## src/sem_pkg.sv

```systemverilog
// sem_pkg: types and constants shared by the standard error of mean block.
// No dependencies.
`timescale 1ns / 1ps
package sem_pkg;

  localparam int SAMPLE_W = 24;
  localparam int INDEX_W  = 6;
  localparam int DEV_W    = 25;
  localparam int DSQ_W    = 33;
  localparam int SSQ_W    = 38;
  localparam int SIGMA_W  = 27;
  localparam int SUM_W    = 30;

  localparam logic KIND_ROW     = 1'b0;
  localparam logic KIND_SUMMARY = 1'b1;

  typedef struct packed {
    logic load;
    logic clear;
    logic div_start;
    logic set_mean;
    logic rd_start;
    logic sum_load;
    logic sqrt_start;
    logic sq_div_start;
  } sem_cmd_t;

  typedef struct packed {
    logic div_done;
    logic sqrt_done;
    logic row_busy;
    logic rows_done;
    logic single;
  } sem_status_t;

endpackage

```

## src/standard_error_of_mean.sv

```systemverilog
// standard_error_of_mean: top level joining controller and datapath.
// Depends on sem_pkg, sem_ctrl, sem_dp, sem_ram.
//
// Usage: samples enter on the s_axis channel (tdata = sample, tlast marks
// the final sample of a set), one word per cycle while loading. After the
// last word the block stops taking input, divides the sum by the count
// (an iterative divider, 54 steps), and then starts the row pass. It emits
// one row word per stored sample on m_axis, each read from the store and
// squared in the multiplier register before the next is read, then
// divides the sum of squares (54 steps) and takes its square root
// (28 steps), emitting the summary word with tlast high after the
// last row word. Input is taken again once the summary word is loaded
// and the set is cleared. Samples beyond MAX_SAMPLES are dropped and flagged.
// A stalled receiver holds the output register and the row pass waits.
// Reset (rst, synchronous) empties the set and drops any pending word.
`timescale 1ns / 1ps
module standard_error_of_mean import sem_pkg::*; #(
  parameter int MAX_SAMPLES = 32,
  parameter int FRAC_BITS   = 16
) (
  input  logic         clk,
  input  logic         rst,
  input  logic         s_axis_tvalid,
  output logic         s_axis_tready,
  input  logic [23:0]  s_axis_tdata,  // sample[23:0]
  input  logic         s_axis_tlast,
  output logic         m_axis_tvalid,
  input  logic         m_axis_tready,
  // index[5:0], value[29:6], deviation[54:30], deviation_sq[87:55],
  // mean[111:88], sum_sq[149:112], sigma[176:150], sigma_valid[177],
  // overflow[178], zero fill to 183
  output logic [183:0] m_axis_tdata,
  output logic         m_axis_tuser,  // kind
  output logic         m_axis_tlast   // end_of_run
);
  sem_cmd_t    cmd;
  sem_status_t status;
  logic        in_fire, out_free;
  logic        kind, sigma_valid, overflow;
  logic [INDEX_W-1:0]         index;
  logic signed [SAMPLE_W-1:0] value, mean;
  logic signed [DEV_W-1:0]    deviation;
  logic [DSQ_W-1:0]           deviation_sq;
  logic [SSQ_W-1:0]           sum_sq;
  logic [SIGMA_W-1:0]         sigma;

  assign in_fire = s_axis_tvalid && s_axis_tready;

  sem_ctrl u_ctrl (
    .clk, .rst, .in_fire, .in_last(s_axis_tlast), .out_free,
    .status, .cmd, .in_ready(s_axis_tready)
  );

  sem_dp #(.MAX_SAMPLES(MAX_SAMPLES), .FRAC_BITS(FRAC_BITS)) u_dp (
    .clk, .rst, .cmd, .status, .sample(s_axis_tdata),
    .out_ready(m_axis_tready), .out_valid(m_axis_tvalid), .out_free,
    .kind, .index, .value, .deviation, .deviation_sq, .mean, .sum_sq,
    .sigma, .sigma_valid, .overflow, .end_of_run(m_axis_tlast)
  );

  assign m_axis_tuser = kind;
  assign m_axis_tdata = {5'b0, overflow, sigma_valid, sigma, sum_sq, mean,
                         deviation_sq, deviation, value, index};

  a_no_input_busy: assert property (@(posedge clk) disable iff (rst)
    m_axis_tvalid |-> !s_axis_tready || m_axis_tuser == KIND_SUMMARY)
    else $error("input taken while rows pending");
  a_last_summary: assert property (@(posedge clk) disable iff (rst)
    m_axis_tvalid |-> (m_axis_tlast == m_axis_tuser))
    else $error("tlast not on summary");
  a_hold: assert property (@(posedge clk) disable iff (rst)
    m_axis_tvalid && !m_axis_tready |=> m_axis_tvalid)
    else $error("word dropped under stall");
endmodule

```

## src/sem_ram.sv

```systemverilog
// sem_ram: generic single-port write, single read RAM with registered read.
// No dependencies.
`timescale 1ns / 1ps
module sem_ram #(
  parameter int WIDTH = 24,
  parameter int DEPTH = 32
) (
  input  logic                     clk,
  input  logic                     we,
  input  logic [$clog2(DEPTH)-1:0] waddr,
  input  logic [WIDTH-1:0]         wdata,
  input  logic [$clog2(DEPTH)-1:0] raddr,
  output logic [WIDTH-1:0]         rdata
);
  logic [WIDTH-1:0] mem [DEPTH];

  always_ff @(posedge clk) begin
    if (we) begin
      mem[waddr] <= wdata;
    end
    rdata <= mem[raddr];
  end
endmodule

```

## src/sem_ctrl.sv

```systemverilog
// sem_ctrl: sequencer for load, mean, row pass and sigma phases.
// Depends on sem_pkg.
`timescale 1ns / 1ps
module sem_ctrl import sem_pkg::*; (
  input  logic        clk,
  input  logic        rst,
  input  logic        in_fire,
  input  logic        in_last,
  input  logic        out_free,
  input  sem_status_t status,
  output sem_cmd_t    cmd,
  output logic        in_ready
);
  typedef enum logic [7:0] {
    S_LOAD  = 8'b00000001,
    S_START = 8'b00000010,
    S_DIV   = 8'b00000100,
    S_ROWS  = 8'b00001000,
    S_SQDIV = 8'b00010000,
    S_SQRT  = 8'b00100000,
    S_SUM   = 8'b01000000,
    S_WAIT  = 8'b10000000
  } state_t;

  state_t state, state_next;

  always_ff @(posedge clk) begin
    if (rst) begin
      state <= S_LOAD;
    end else begin
      state <= state_next;
    end
  end

  always_comb begin
    state_next = state;
    cmd = '0;
    in_ready = 1'b0;
    case (state)
      S_LOAD: begin
        in_ready = 1'b1;
        cmd.load = in_fire;
        if (in_fire && in_last) begin
          state_next = S_START;
        end
      end
      S_START: begin
        cmd.div_start = 1'b1;
        state_next = S_DIV;
      end
      S_DIV: begin
        if (status.div_done) begin
          cmd.set_mean = 1'b1;
          cmd.rd_start = 1'b1;
          state_next = S_ROWS;
        end
      end
      S_ROWS: begin
        if (status.rows_done && !status.row_busy) begin
          cmd.sq_div_start = 1'b1;
          state_next = S_SQDIV;
        end
      end
      S_SQDIV: begin
        if (status.div_done) begin
          cmd.sqrt_start = 1'b1;
          state_next = S_SQRT;
        end
      end
      S_SQRT: begin
        if (status.sqrt_done) begin
          state_next = S_SUM;
        end
      end
      S_SUM: begin
        if (out_free) begin
          cmd.sum_load = 1'b1;
          state_next = S_WAIT;
        end
      end
      S_WAIT: begin
        cmd.clear = 1'b1;
        state_next = S_LOAD;
      end
      default: state_next = S_LOAD;
    endcase
  end
endmodule

```

## src/sem_dp.sv

```systemverilog
// sem_dp: sample store, sum, shared restoring divider, row pass,
// square root and output register. Depends on sem_pkg and sem_ram.
`timescale 1ns / 1ps
module sem_dp import sem_pkg::*; #(
  parameter int MAX_SAMPLES = 32,
  parameter int FRAC_BITS   = 16
) (
  input  logic                       clk,
  input  logic                       rst,
  input  sem_cmd_t                   cmd,
  output sem_status_t                status,
  input  logic signed [SAMPLE_W-1:0] sample,
  input  logic                       out_ready,
  output logic                       out_valid,
  output logic                       out_free,
  output logic                       kind,
  output logic [INDEX_W-1:0]         index,
  output logic signed [SAMPLE_W-1:0] value,
  output logic signed [DEV_W-1:0]    deviation,
  output logic [DSQ_W-1:0]           deviation_sq,
  output logic signed [SAMPLE_W-1:0] mean,
  output logic [SSQ_W-1:0]           sum_sq,
  output logic [SIGMA_W-1:0]         sigma,
  output logic                       sigma_valid,
  output logic                       overflow,
  output logic                       end_of_run
);
  localparam int AW    = $clog2(MAX_SAMPLES);
  localparam int DIVW  = SSQ_W + FRAC_BITS;
  localparam int DENW  = 2 * INDEX_W;
  localparam int DCW   = $clog2(DIVW + 1);
  localparam int PRODW = 2 * DEV_W;
  localparam int SQW   = DIVW + 2;
  localparam int SQIT  = SQW / 2;
  localparam int SCW   = $clog2(SQIT + 1);

  logic [INDEX_W-1:0]         count;
  logic signed [SUM_W-1:0]    rsum;
  logic                       dropped;
  logic                       full;
  logic [SAMPLE_W-1:0]        rdata;
  logic [AW-1:0]              raddr;

  assign full = (count == INDEX_W'(MAX_SAMPLES));

  sem_ram #(.WIDTH(SAMPLE_W), .DEPTH(MAX_SAMPLES)) u_ram (
    .clk  (clk),
    .we   (cmd.load && !full),
    .waddr(count[AW-1:0]),
    .wdata(sample),
    .raddr(raddr),
    .rdata(rdata)
  );

  always_ff @(posedge clk) begin
    if (rst || cmd.clear) begin
      count <= '0;
      rsum <= '0;
      dropped <= 1'b0;
    end else if (cmd.load) begin
      if (full) begin
        dropped <= 1'b1;
      end else begin
        count <= count + 1'b1;
        rsum <= rsum + SUM_W'(sample);
      end
    end
  end

  // Shared restoring divider on magnitudes.
  logic [DIVW-1:0]  dq;
  logic [DIVW:0]    drem;
  logic [DENW-1:0]  dden;
  logic [DCW-1:0]   dcnt;
  logic             dbusy, dneg, ddone;
  logic [DIVW:0]    dtrial;
  logic [SUM_W-1:0] abs_sum;
  logic [SSQ_W-1:0] ssq;

  assign abs_sum = rsum[SUM_W-1] ? SUM_W'(-rsum) : SUM_W'(rsum);
  assign dtrial  = {drem[DIVW-1:0], dq[DIVW-1]};

  always_ff @(posedge clk) begin
    if (rst) begin
      dbusy <= 1'b0;
      ddone <= 1'b0;
    end else begin
      ddone <= 1'b0;
      if (cmd.div_start || cmd.sq_div_start) begin
        dbusy <= 1'b1;
        dcnt  <= DCW'(DIVW);
        drem  <= '0;
        if (cmd.div_start) begin
          dq   <= DIVW'(abs_sum) + DIVW'(0);
          dneg <= rsum[SUM_W-1];
          dden <= DENW'(count);
        end else begin
          dq   <= {ssq, FRAC_BITS'(0)};
          dneg <= 1'b0;
          dden <= DENW'(count) * DENW'(count - 1'b1);
        end
      end else if (dbusy) begin
        if (dtrial >= (DIVW+1)'(dden)) begin
          drem <= dtrial - (DIVW+1)'(dden);
          dq   <= {dq[DIVW-2:0], 1'b1};
        end else begin
          drem <= dtrial;
          dq   <= {dq[DIVW-2:0], 1'b0};
        end
        dcnt <= dcnt - 1'b1;
        if (dcnt == DCW'(1)) begin
          dbusy <= 1'b0;
          ddone <= 1'b1;
        end
      end
    end
  end

  logic signed [SAMPLE_W-1:0] mean_r;
  always_ff @(posedge clk) begin
    if (cmd.set_mean) begin
      mean_r <= dneg ? SAMPLE_W'(-dq) : SAMPLE_W'(dq);
    end
  end

  // Row pass: read, multiply, then emit.
  logic [INDEX_W-1:0]         ridx;
  logic                       rd_act, rd_pend, row_act;
  logic [INDEX_W-1:0]         p_idx, pp_idx;
  logic signed [SAMPLE_W-1:0] p_val;
  logic signed [DEV_W-1:0]    p_dev;
  logic [DEV_W-1:0]           p_abs;
  logic [PRODW-1:0]           p_prod;
  logic signed [DEV_W-1:0]    dev_c;
  logic [SSQ_W+1:0]           ssq_add;
  logic [PRODW-1:0]           dsq_full;
  logic                       prod_ok, row_emit;

  assign raddr   = ridx[AW-1:0];
  assign dev_c   = DEV_W'(mean_r) - DEV_W'(signed'(rdata));
  assign dsq_full = p_prod >> FRAC_BITS;
  assign out_free = !out_valid || out_ready;
  assign ssq_add = (SSQ_W+2)'(ssq) + (SSQ_W+2)'(dsq_full);

  always_ff @(posedge clk) begin
    if (rst || cmd.clear) begin
      rd_act  <= 1'b0;
      rd_pend <= 1'b0;
      row_act <= 1'b0;
      ssq     <= '0;
    end else begin
      if (cmd.rd_start) begin
        rd_act <= 1'b1;
        ridx   <= '0;
        ssq    <= '0;
      end else if (rd_act && !rd_pend && !row_act) begin
        rd_pend <= 1'b1;
      end else if (rd_pend) begin
        rd_pend <= 1'b0;
        row_act <= 1'b1;
        p_idx   <= ridx + 1'b1;
        p_val   <= rdata;
        p_dev   <= dev_c;
        p_abs   <= dev_c[DEV_W-1] ? DEV_W'(-dev_c) : DEV_W'(dev_c);
        ridx    <= ridx + 1'b1;
        if (ridx + 1'b1 == count) begin
          rd_act <= 1'b0;
        end
      end
      if (row_act && !rd_pend) begin
        p_prod <= PRODW'(p_abs) * PRODW'(p_abs);
        pp_idx <= p_idx;
      end
      if (row_emit) begin
        row_act <= 1'b0;
        ssq <= (ssq_add > (SSQ_W+2)'({SSQ_W{1'b1}})) ? {SSQ_W{1'b1}}
               : ssq_add[SSQ_W-1:0];
      end
    end
  end

  // Product is ready in the cycle after row_act; track with a flag.
  always_ff @(posedge clk) begin
    if (rst || cmd.clear) begin
      prod_ok <= 1'b0;
    end else begin
      prod_ok <= row_act && !row_emit && !rd_pend;
    end
  end
  assign row_emit = row_act && prod_ok && out_free;

  // Square root, two bits a step.
  logic [SQW-1:0]     sx, sres, sbit;
  logic [SCW-1:0]     scnt;
  logic               sbusy, sdone;
  always_ff @(posedge clk) begin
    if (rst) begin
      sbusy <= 1'b0;
      sdone <= 1'b0;
    end else begin
      sdone <= 1'b0;
      if (cmd.sqrt_start) begin
        sbusy <= 1'b1;
        sx    <= SQW'(dq);
        sres  <= '0;
        sbit  <= SQW'(1) << (2 * (SQIT - 1));
        scnt  <= SCW'(SQIT);
      end else if (sbusy) begin
        if (sx >= sres + sbit) begin
          sx   <= sx - (sres + sbit);
          sres <= (sres >> 1) + sbit;
        end else begin
          sres <= sres >> 1;
        end
        sbit <= sbit >> 2;
        scnt <= scnt - 1'b1;
        if (scnt == SCW'(1)) begin
          sbusy <= 1'b0;
          sdone <= 1'b1;
        end
      end
    end
  end

  assign status.div_done  = ddone;
  assign status.sqrt_done = sdone;
  assign status.row_busy  = row_act || rd_pend;
  assign status.rows_done = !rd_act;
  assign status.single    = (count < INDEX_W'(2));

  always_ff @(posedge clk) begin
    if (rst) begin
      out_valid <= 1'b0;
    end else begin
      if (row_emit) begin
        out_valid    <= 1'b1;
        kind         <= KIND_ROW;
        index        <= pp_idx;
        value        <= p_val;
        deviation    <= p_dev;
        deviation_sq <= (dsq_full > PRODW'({DSQ_W{1'b1}})) ? {DSQ_W{1'b1}}
                        : dsq_full[DSQ_W-1:0];
        mean         <= '0;
        sum_sq       <= '0;
        sigma        <= '0;
        sigma_valid  <= 1'b0;
        overflow     <= 1'b0;
        end_of_run   <= 1'b0;
      end else if (cmd.sum_load) begin
        out_valid    <= 1'b1;
        kind         <= KIND_SUMMARY;
        index        <= '0;
        value        <= '0;
        deviation    <= '0;
        deviation_sq <= '0;
        mean         <= mean_r;
        sum_sq       <= ssq;
        sigma        <= status.single ? '0
                        : ((sres > SQW'({SIGMA_W{1'b1}})) ? {SIGMA_W{1'b1}}
                        : sres[SIGMA_W-1:0]);
        sigma_valid  <= !status.single;
        overflow     <= dropped;
        end_of_run   <= 1'b1;
      end else if (out_valid && out_ready) begin
        out_valid <= 1'b0;
      end
    end
  end
endmodule
```

## config.mk

```make
export PLATFORM = sky130hd
export DESIGN_NAME = standard_error_of_mean
export DESIGN_NICKNAME = d
export VERILOG_FILES = /design/src/sem_pkg.sv /design/src/standard_error_of_mean.sv /design/src/sem_ram.sv /design/src/sem_ctrl.sv /design/src/sem_dp.sv
export SDC_FILE = /design/constraint.sdc
export NUM_CORES = 2
export LEC_CHECK = 0
export BUFFER_PORTS_ARGS = -buffer_cell sky130_fd_sc_hd__buf_4
export CAP_MARGIN = 30
export CORE_MARGIN = 2
export CORE_UTILIZATION = 58
export CTS_BUF_LIST = sky130_fd_sc_hd__clkbuf_16
export DETAILED_ROUTE_END_ITERATION = 16
export PLACE_DENSITY = 0.75
export SYNTH_ARGS = -nofsm -noshare
export SYNTH_HDL_FRONTEND = slang
export SYNTH_SLANG_ARGS = --single-unit
```

## constraint.sdc

```tcl
create_clock -name clk -period 31.6 [get_ports clk]
set_clock_uncertainty 0.15 [all_clocks]
set_input_delay 3.16 -clock clk [delete_from_list [all_inputs] [get_ports clk]]
set_output_delay 3.16 -clock clk [all_outputs]
set_load 0.02 [all_outputs]
```

# ---- Word-level counts from Yosys, hierarchy flattened
# Memory sizes are Yosys's and may differ from the RTL's. A register that Yosys moved wholly into a read port is not among the register bits.
# Index checks and enable logic that the tools add are counted.
# W data, S select, Z words.
dict set report totals {
  register_bits 710
  ram_bits 768
  input_bits 29
  out_inout_bits 188
  word_cells 219
  mem_count 1
}
# memory words word_bits rd rd_clocked_by_memory_dff wr line_no
set memory_table {}
lappend memory_table {u_dp.u_ram.mem 32 24 1 1 1 sem_ram.sv:15} ;# logic [WIDTH-1:0] mem [DEPTH];
dict set report op_classes {
  addsub 15
  mul 2
  order_cmp 6
  eq_ne 19
  mux 77
  bitwise 7
  reduce_logical 48
}
# op count
set op_table {}
lappend op_table {{$mux W54} 6}
lappend op_table {{$mux W56} 4}
lappend op_table {{$mux W38} 4}
lappend op_table {{$mux W24} 5}
lappend op_table {{$mux W33} 3}
lappend op_table {{$mux W27} 3}
lappend op_table {{$add A55 B55 Y56} 1}
lappend op_table {{$add A56 B55 Y56} 1}
lappend op_table {{$ge A56 B56 Y1} 1}
lappend op_table {{$gt A56 B27 Y1 const B} 1}
lappend op_table {{$pmux W8 S7} 1}
lappend op_table {{$sub A56 B56 Y56} 1}
lappend op_table {{$ge A55 B12 Y1} 1}
lappend op_table {{$mux W55} 1}
lappend op_table {{$sub A54 B12 Y54} 1}
lappend op_table {{$mul A25 B25 Y50} 1}
lappend op_table {{$mux W25} 2}
lappend op_table {{$mux W8} 6}
lappend op_table {{$gt A40 B38 Y1 const B} 1}
lappend op_table {{$add A38 B34 Y39} 1}
lappend op_table {{$mux W6} 6}
lappend op_table {{$gt A34 B33 Y1 const B} 1}
lappend op_table {{$mux W1} 32}
lappend op_table {{$add A30 B24 Y30} 1}
lappend op_table {{39 further kinds} 89}

# ---- Longest topological paths before layout
dict set report logic_depth {
  ltp_word 8
  mapped_depth 29
  ltp_nobuf 28
}

# ---- Cells and area by module
# A second synthesis with hierarchy kept.
dict set report hier_totals {
  cells_unflattened 7651
  hier_area_um2 89422.0
}
# mod n_inst cells_per_inst area_per_inst_um2 seq_area_each_um2
set modules_own_cells {}
lappend modules_own_cells {sem_dp 1 5864 58332.2 19728.9}
lappend modules_own_cells {sem_ram 1 1711 30480.5 23542.6}
lappend modules_own_cells {sem_ctrl 1 67 546.8 160.2}
lappend modules_own_cells {standard_error_of_mean 1 9 62.6 0.0}

# ---- Worst setup path before layout
# OpenSTA, ideal clock, no wires.
dict set report synth_timing {
  kind {input to register}
  startpoint {input port m_axis_tready}
  endpoint {register u_dp.deviation[0] (enable)}
  setup_ns 0.940
  arrival_ns 16.187
  required_time_ns 30.510
  path_slack_ns 14.323
  stages 6
  path_buffers 2
  cell_sequence {nand2b_1 -> and3_1 -> clkbuf_1 -> clkbuf_1 -> a21oi_1 -> nor3_1}
}
dict set report synth_between {
  elab_chain_cells 5
  word_cells_on_any_way 6
  classes_between {mux: 2; reduce/logical: 4}
}
# item line_no
set synth_lines {}
lappend synth_lines {{from (decl)} standard_error_of_mean.sv:28} ;# input logic m_axis_tready,
lappend synth_lines {{$logic_or A1 B1 Y1 *} sem_dp.sv:142} ;# assign out_free = !out_valid || out_ready;
lappend synth_lines {{$mux W1} sem_ctrl.sv:76} ;# if (out_free) begin
lappend synth_lines {{$mux W1} sem_ctrl.sv:39} ;# case (state)
lappend synth_lines {{$reduce_bool A2 Y1 (no line) *} --}
lappend synth_lines {{$reduce_and A2 Y1 (no line) *} --}
lappend synth_lines {{to (signal assigned)} sem_dp.sv:240} ;# deviation <= p_dev;
lappend synth_lines {{to (decl)} sem_dp.sv:19} ;# output logic signed [DEV_W-1:0] deviation,
# Every way passes the cells marked *; elsewhere a longest branch is shown, timed or not.
# A chain may end at the register's enable or synchronous reset.

# ---- Final worst setup path
dict set report layout_timing {
  startpoint {register u_dp.p_abs[3]}
  endpoint {register u_dp.p_prod[44] (data pin)}
}
dict set report layout_between {
  elab_chain_cells 1
}
# item line_no
set layout_lines {}
lappend layout_lines {{from (decl)} sem_dp.sv:132} ;# logic [DEV_W-1:0] p_abs;
lappend layout_lines {{from (signal assigned)} sem_dp.sv:164} ;# p_abs <= dev_c[DEV_W-1] ? DEV_W'(-dev_c) : DEV_W'(dev_c);
lappend layout_lines {{$mul A25 B25 Y50} sem_dp.sv:171} ;# p_prod <= PRODW'(p_abs) * PRODW'(p_abs);
lappend layout_lines {{to (signal assigned)} sem_dp.sv:171}
lappend layout_lines {{to (decl)} sem_dp.sv:133} ;# logic [PRODW-1:0] p_prod;
# Every way passes these cells.

==> summary.txt <==
CTS
  • CTS resizes: 0
  • Root Driver: clkbuf_16
  • H-tree levels: 4
  • Postcts setup bufs: 0
  • CTS tree: yes
  • CTS Hold Bufs: 0
  • Worst-path clk slew: 0.06 ns
  • Skew-Pair Late Insertion Delay: 0.84 ns
  • CTS sink cnt: 1485
  • Clk buf depth: 3
  • TritonCTS buffer count: 156

Timing
  • RSZ-0062 raised after global routing: no
  • Fin crit share: 27.0%
  • Worst slew pin tran: 1.11 ns
  • Worst rel slew slack: 25.8%
  • Fin crit period: 8.52 ns
  • # setup viols final: 0
  • Hold Vio Cnt, Final: 0
  • Max Clk Rate: 117 MHz
  • Final Slew Violations: 0
  • Final WS setup: 23.08 ns
  • Final TNS setup: 0 ns

Synth
  • Share of the synthesized area in the top cell type: 46.2%
  • Synth Instances: 7526
  • Distinct cells, synth: 92
  • Async SR Flop Fraction: 0%
  • Yosys reg bits: 1485
  • Syn. warnings: 0
  • Largest area contributor in the netlist: edfxtp_1
  • Top_reg_cell synth: edfxtp_1
  • Post-synth EDFFs: 1369
  • Top post-synthesis cells by area: edfxtp_1 (46%), fa_1 (11%), ha_1 (6.0%)
  • Sequential fraction of the synthesis area: 48.8%
  • Post-Syn Area: 88900 um^2
  • Average cell area after synthesis: 11.8 um^2

Placement
  • Dpl ws: 23.16 ns
  • DP Area: 92800 um^2
  • Post-DP HPWL: 160000 um
  • GP Congestion: 0.939
  • Dpl cells: 9546
  • PortBufs: 211

Drt
  • DR WL/cell: 23.3 um
  • Vias: 59348
  • # DRC: 0
  • TritonRoute pass-1 iters: 6
  • ANT nets after route: 0
  • Final WL: 229000 um
  • Drt via density: 6.03
  • DR iter-0 viols: 5596

Setup path
  • Worst Setup End Kind: flip-flop
  • Worst Path Class, Setup: flip-flop to flip-flop
  • Worst R2R End: u_dp.p_prod[44]
  • Reg2Reg Setup Slack: 23.08 ns
  • CP Max Fanout: 23
  • CP Data Required Time: 32.00 ns
  • Crit path DAT: 8.92 ns
  • Crit path launch: u_dp.p_abs[3]
  • CP Launch Type: flip-flop
  • Worst r2r src: u_dp.p_abs[3]
  • Worst Reg2Reg Path Length in Cells: 26

Worst hold path
  • Worst min-delay path endpoint: u_dp.pp_idx[1]
  • Hold WC Path Type: flip-flop to flip-flop
  • Hold depth: 0
  • Min-Delay Startpoint: u_dp.p_idx[1]

Layout
  • Post-route cell area: 98200 um^2
  • Final Net Count: 8640
  • Layout cells sized above 1: 10.2%
  • Area occupied by multi-input gates: 41400 um^2
  • Area delta synth->final: 10.4%
  • End-of-flow core utilization: 64.6%
  • Finished Layout Cells: 9840
  • Sequential cell area: 43400 um^2
  • # fillers: 11379

Job
  • Max capacitance violation total: 0

Pwr
  • Cell Pwr Density: 47.6 nW/um^2
  • Leakage: 39.0 nW
  • Maximum VDD drop: 0.0540 mV

Global routing
  • Vias in the first global route: 60055
  • GRT overflow: 0
  • Largest net degree at the start of global routing: 134
  • Global Route Usage Sum: 29.5%
  • Initial antenna violation count: 16
  • First-pass GRT wire length: 354000 um

Floorplanning
  • Die Y: 396 um
  • Die width: 396 um
  • Core box area: 152000 um^2
  • Initial Util: 58.5%
  • # IOs: 217
  • Total die area: 156000 um^2
  • FP Rows: 143

Run status
  • Status: complete, no violations
[where the power goes]
group / switching [mW] / total, mW / internal (mW)
Sequential: 0.0637 / 2.29 / 2.22
Clock: 0.823 / 1.87 / 1.05
Combinational: 0.308 / 0.507 / 0.200
Total: 1.19 / 4.67 / 3.47
[cell usage after synthesis (all sizes together), types with 52 or more instances]
| cell | instances |
|---|---|
| and2 | 303 |
| o221ai | 76 |
| xor2 | 188 |
| fa | 506 |
| nor3 | 67 |
| buf | 52 |
| ha | 428 |
| a21oi | 406 |
| a21o | 109 |
| o21a | 62 |
| nor2 | 505 |
| mux4 | 96 |
| a31oi | 65 |
| xnor2 | 209 |
| o21ai | 293 |
| nand2 | 612 |
| nor2b | 53 |
| clkbuf | 279 |
| dfxtp | 116 |
| mux2i | 188 |
| nand4 | 53 |
| inv | 786 |
| nand3 | 106 |
| edfxtp | 1369 |
[layer usage]
layer | vias to the layer above | track usage, % | routed length, um | part of all wire [%]
met4 | 12 | 10.1 | 7570 | 3.3
met1 | 29481 | 40.4 | 93300 | 41
met3 | 468 | 6.21 | 20700 | 9.0
li1 | 26829 | - | - | -
met2 | 2558 | 47.0 | 108000 | 47
met5 | - | 0.0308 | 67 | 0.029
[cells by family after synthesis]
| kind of cell | after synthesis | share of synthesized area [%] |
|---|---|---|
| AO/OA/AOI/OAI | 1307 | 9.29 |
| XOR/XNOR | 397 | 3.92 |
| adder cells (fa/ha/maj) | 934 | 17.4 |
| buffers and inverters | 1122 | 4.80 |
| flip-flops | 1485 | 48.8 |
| multiplexers | 333 | 5.17 |
| other | 2 | 0.00844 |
| AND/OR/NAND/NOR | 1946 | 10.6 |
[worst max-delay path: stages (launching register included)]
cell and delay [ns]:
edfxtp_1 1.04, inv_1 0.32, nor2_1 0.28, inv_1 0.09, fa_1 0.51, inv_1 0.06, fa_1 0.48, inv_1 0.05
fa_1 0.43, inv_1 0.08, ha_1 0.15, inv_1 0.06, fa_1 0.53, inv_1 0.05, fa_1 0.47, fa_1 0.50
ha_1 0.31, and4_1 0.20, o2111ai_1 0.14, nand3b_1 0.22, a21bo_2 0.27, a21oi_1 0.19, o31ai_1 0.76, a21boi_0 0.34
o21ai_0 0.35, a21o_1 0.18, xor2_1 0.05
[cell usage in the layout (no fill, tap or decap), drive strengths merged, types with 19 or more instances in the layout]
master / netlist / final
a211oi: 49 / 49
a21o: 109 / 109
a21oi: 406 / 406
a311oi: 23 / 23
a31oi: 65 / 65
and2: 303 / 303
and3: 38 / 38
buf: 52 / 317
clkbuf: 279 / 156
clkinv: 5 / 88
dfxtp: 116 / 116
edfxtp: 1369 / 1369
fa: 506 / 506
ha: 428 / 428
inv: 786 / 816
mux2: 49 / 49
mux2i: 188 / 188
mux4: 96 / 96
nand2: 612 / 612
nand2b: 47 / 47
nand3: 106 / 106
nand4: 53 / 53
nor2: 505 / 505
nor2b: 53 / 53
nor3: 67 / 67
nor4: 29 / 29
o211ai: 19 / 19
o21a: 62 / 62
o21ai: 293 / 293
o21bai: 34 / 34
o221ai: 76 / 76
o22ai: 26 / 26
o31ai: 32 / 32
or3: 41 / 41
or4: 28 / 28
xnor2: 209 / 209
xor2: 188 / 188
[stage by stage]
stage / hold slack, ns / power (mW)
after floorplan: 0.250 / 2.68
after global placement: 0.253 / 2.80
after detailed placement: 0.256 / 2.82
after CTS: 0.271 / 4.69
after global routing: 0.279 / 4.83
final: 0.273 / 4.67
[worst max-delay path by stage]
stage                         to  cells after the start
4_1_cts          u_dp.p_prod[44]                     26
3_5_place_dp     u_dp.p_prod[44]                     26
6_report         u_dp.p_prod[44]                     26
5_1_grt          u_dp.p_prod[44]                     26
2_1_floorplan  u_dp.deviation[0]                      6
3_3_place_gp     u_dp.p_prod[44]                     24
[cell type report]
class / instances / area share [%]
flip-flops and latches: 1485 / 44.2
multi-input cells: 4926 / 42.2
clock buffers: 156 / 3.98
inverters: 791 / 3.03
well taps: 2030 / 2.59
repair buffers: 317 / 2.54
clock inverters: 133 / 1.42
diodes: 2 / 0.00510
[sequential cells by signal, summed over array words and instances, names as in the netlist, 33 cells and up]
register and cells:
u_dp.deviation_sq 33, u_dp.sx 56, u_dp.dq 54, u_dp.ssq 38
u_dp.u_ram.mem 768, u_dp.sum_sq 38, u_dp.p_prod 34, u_dp.sres 56
u_dp.drem 54
Power figures use the tool's default switching activity.
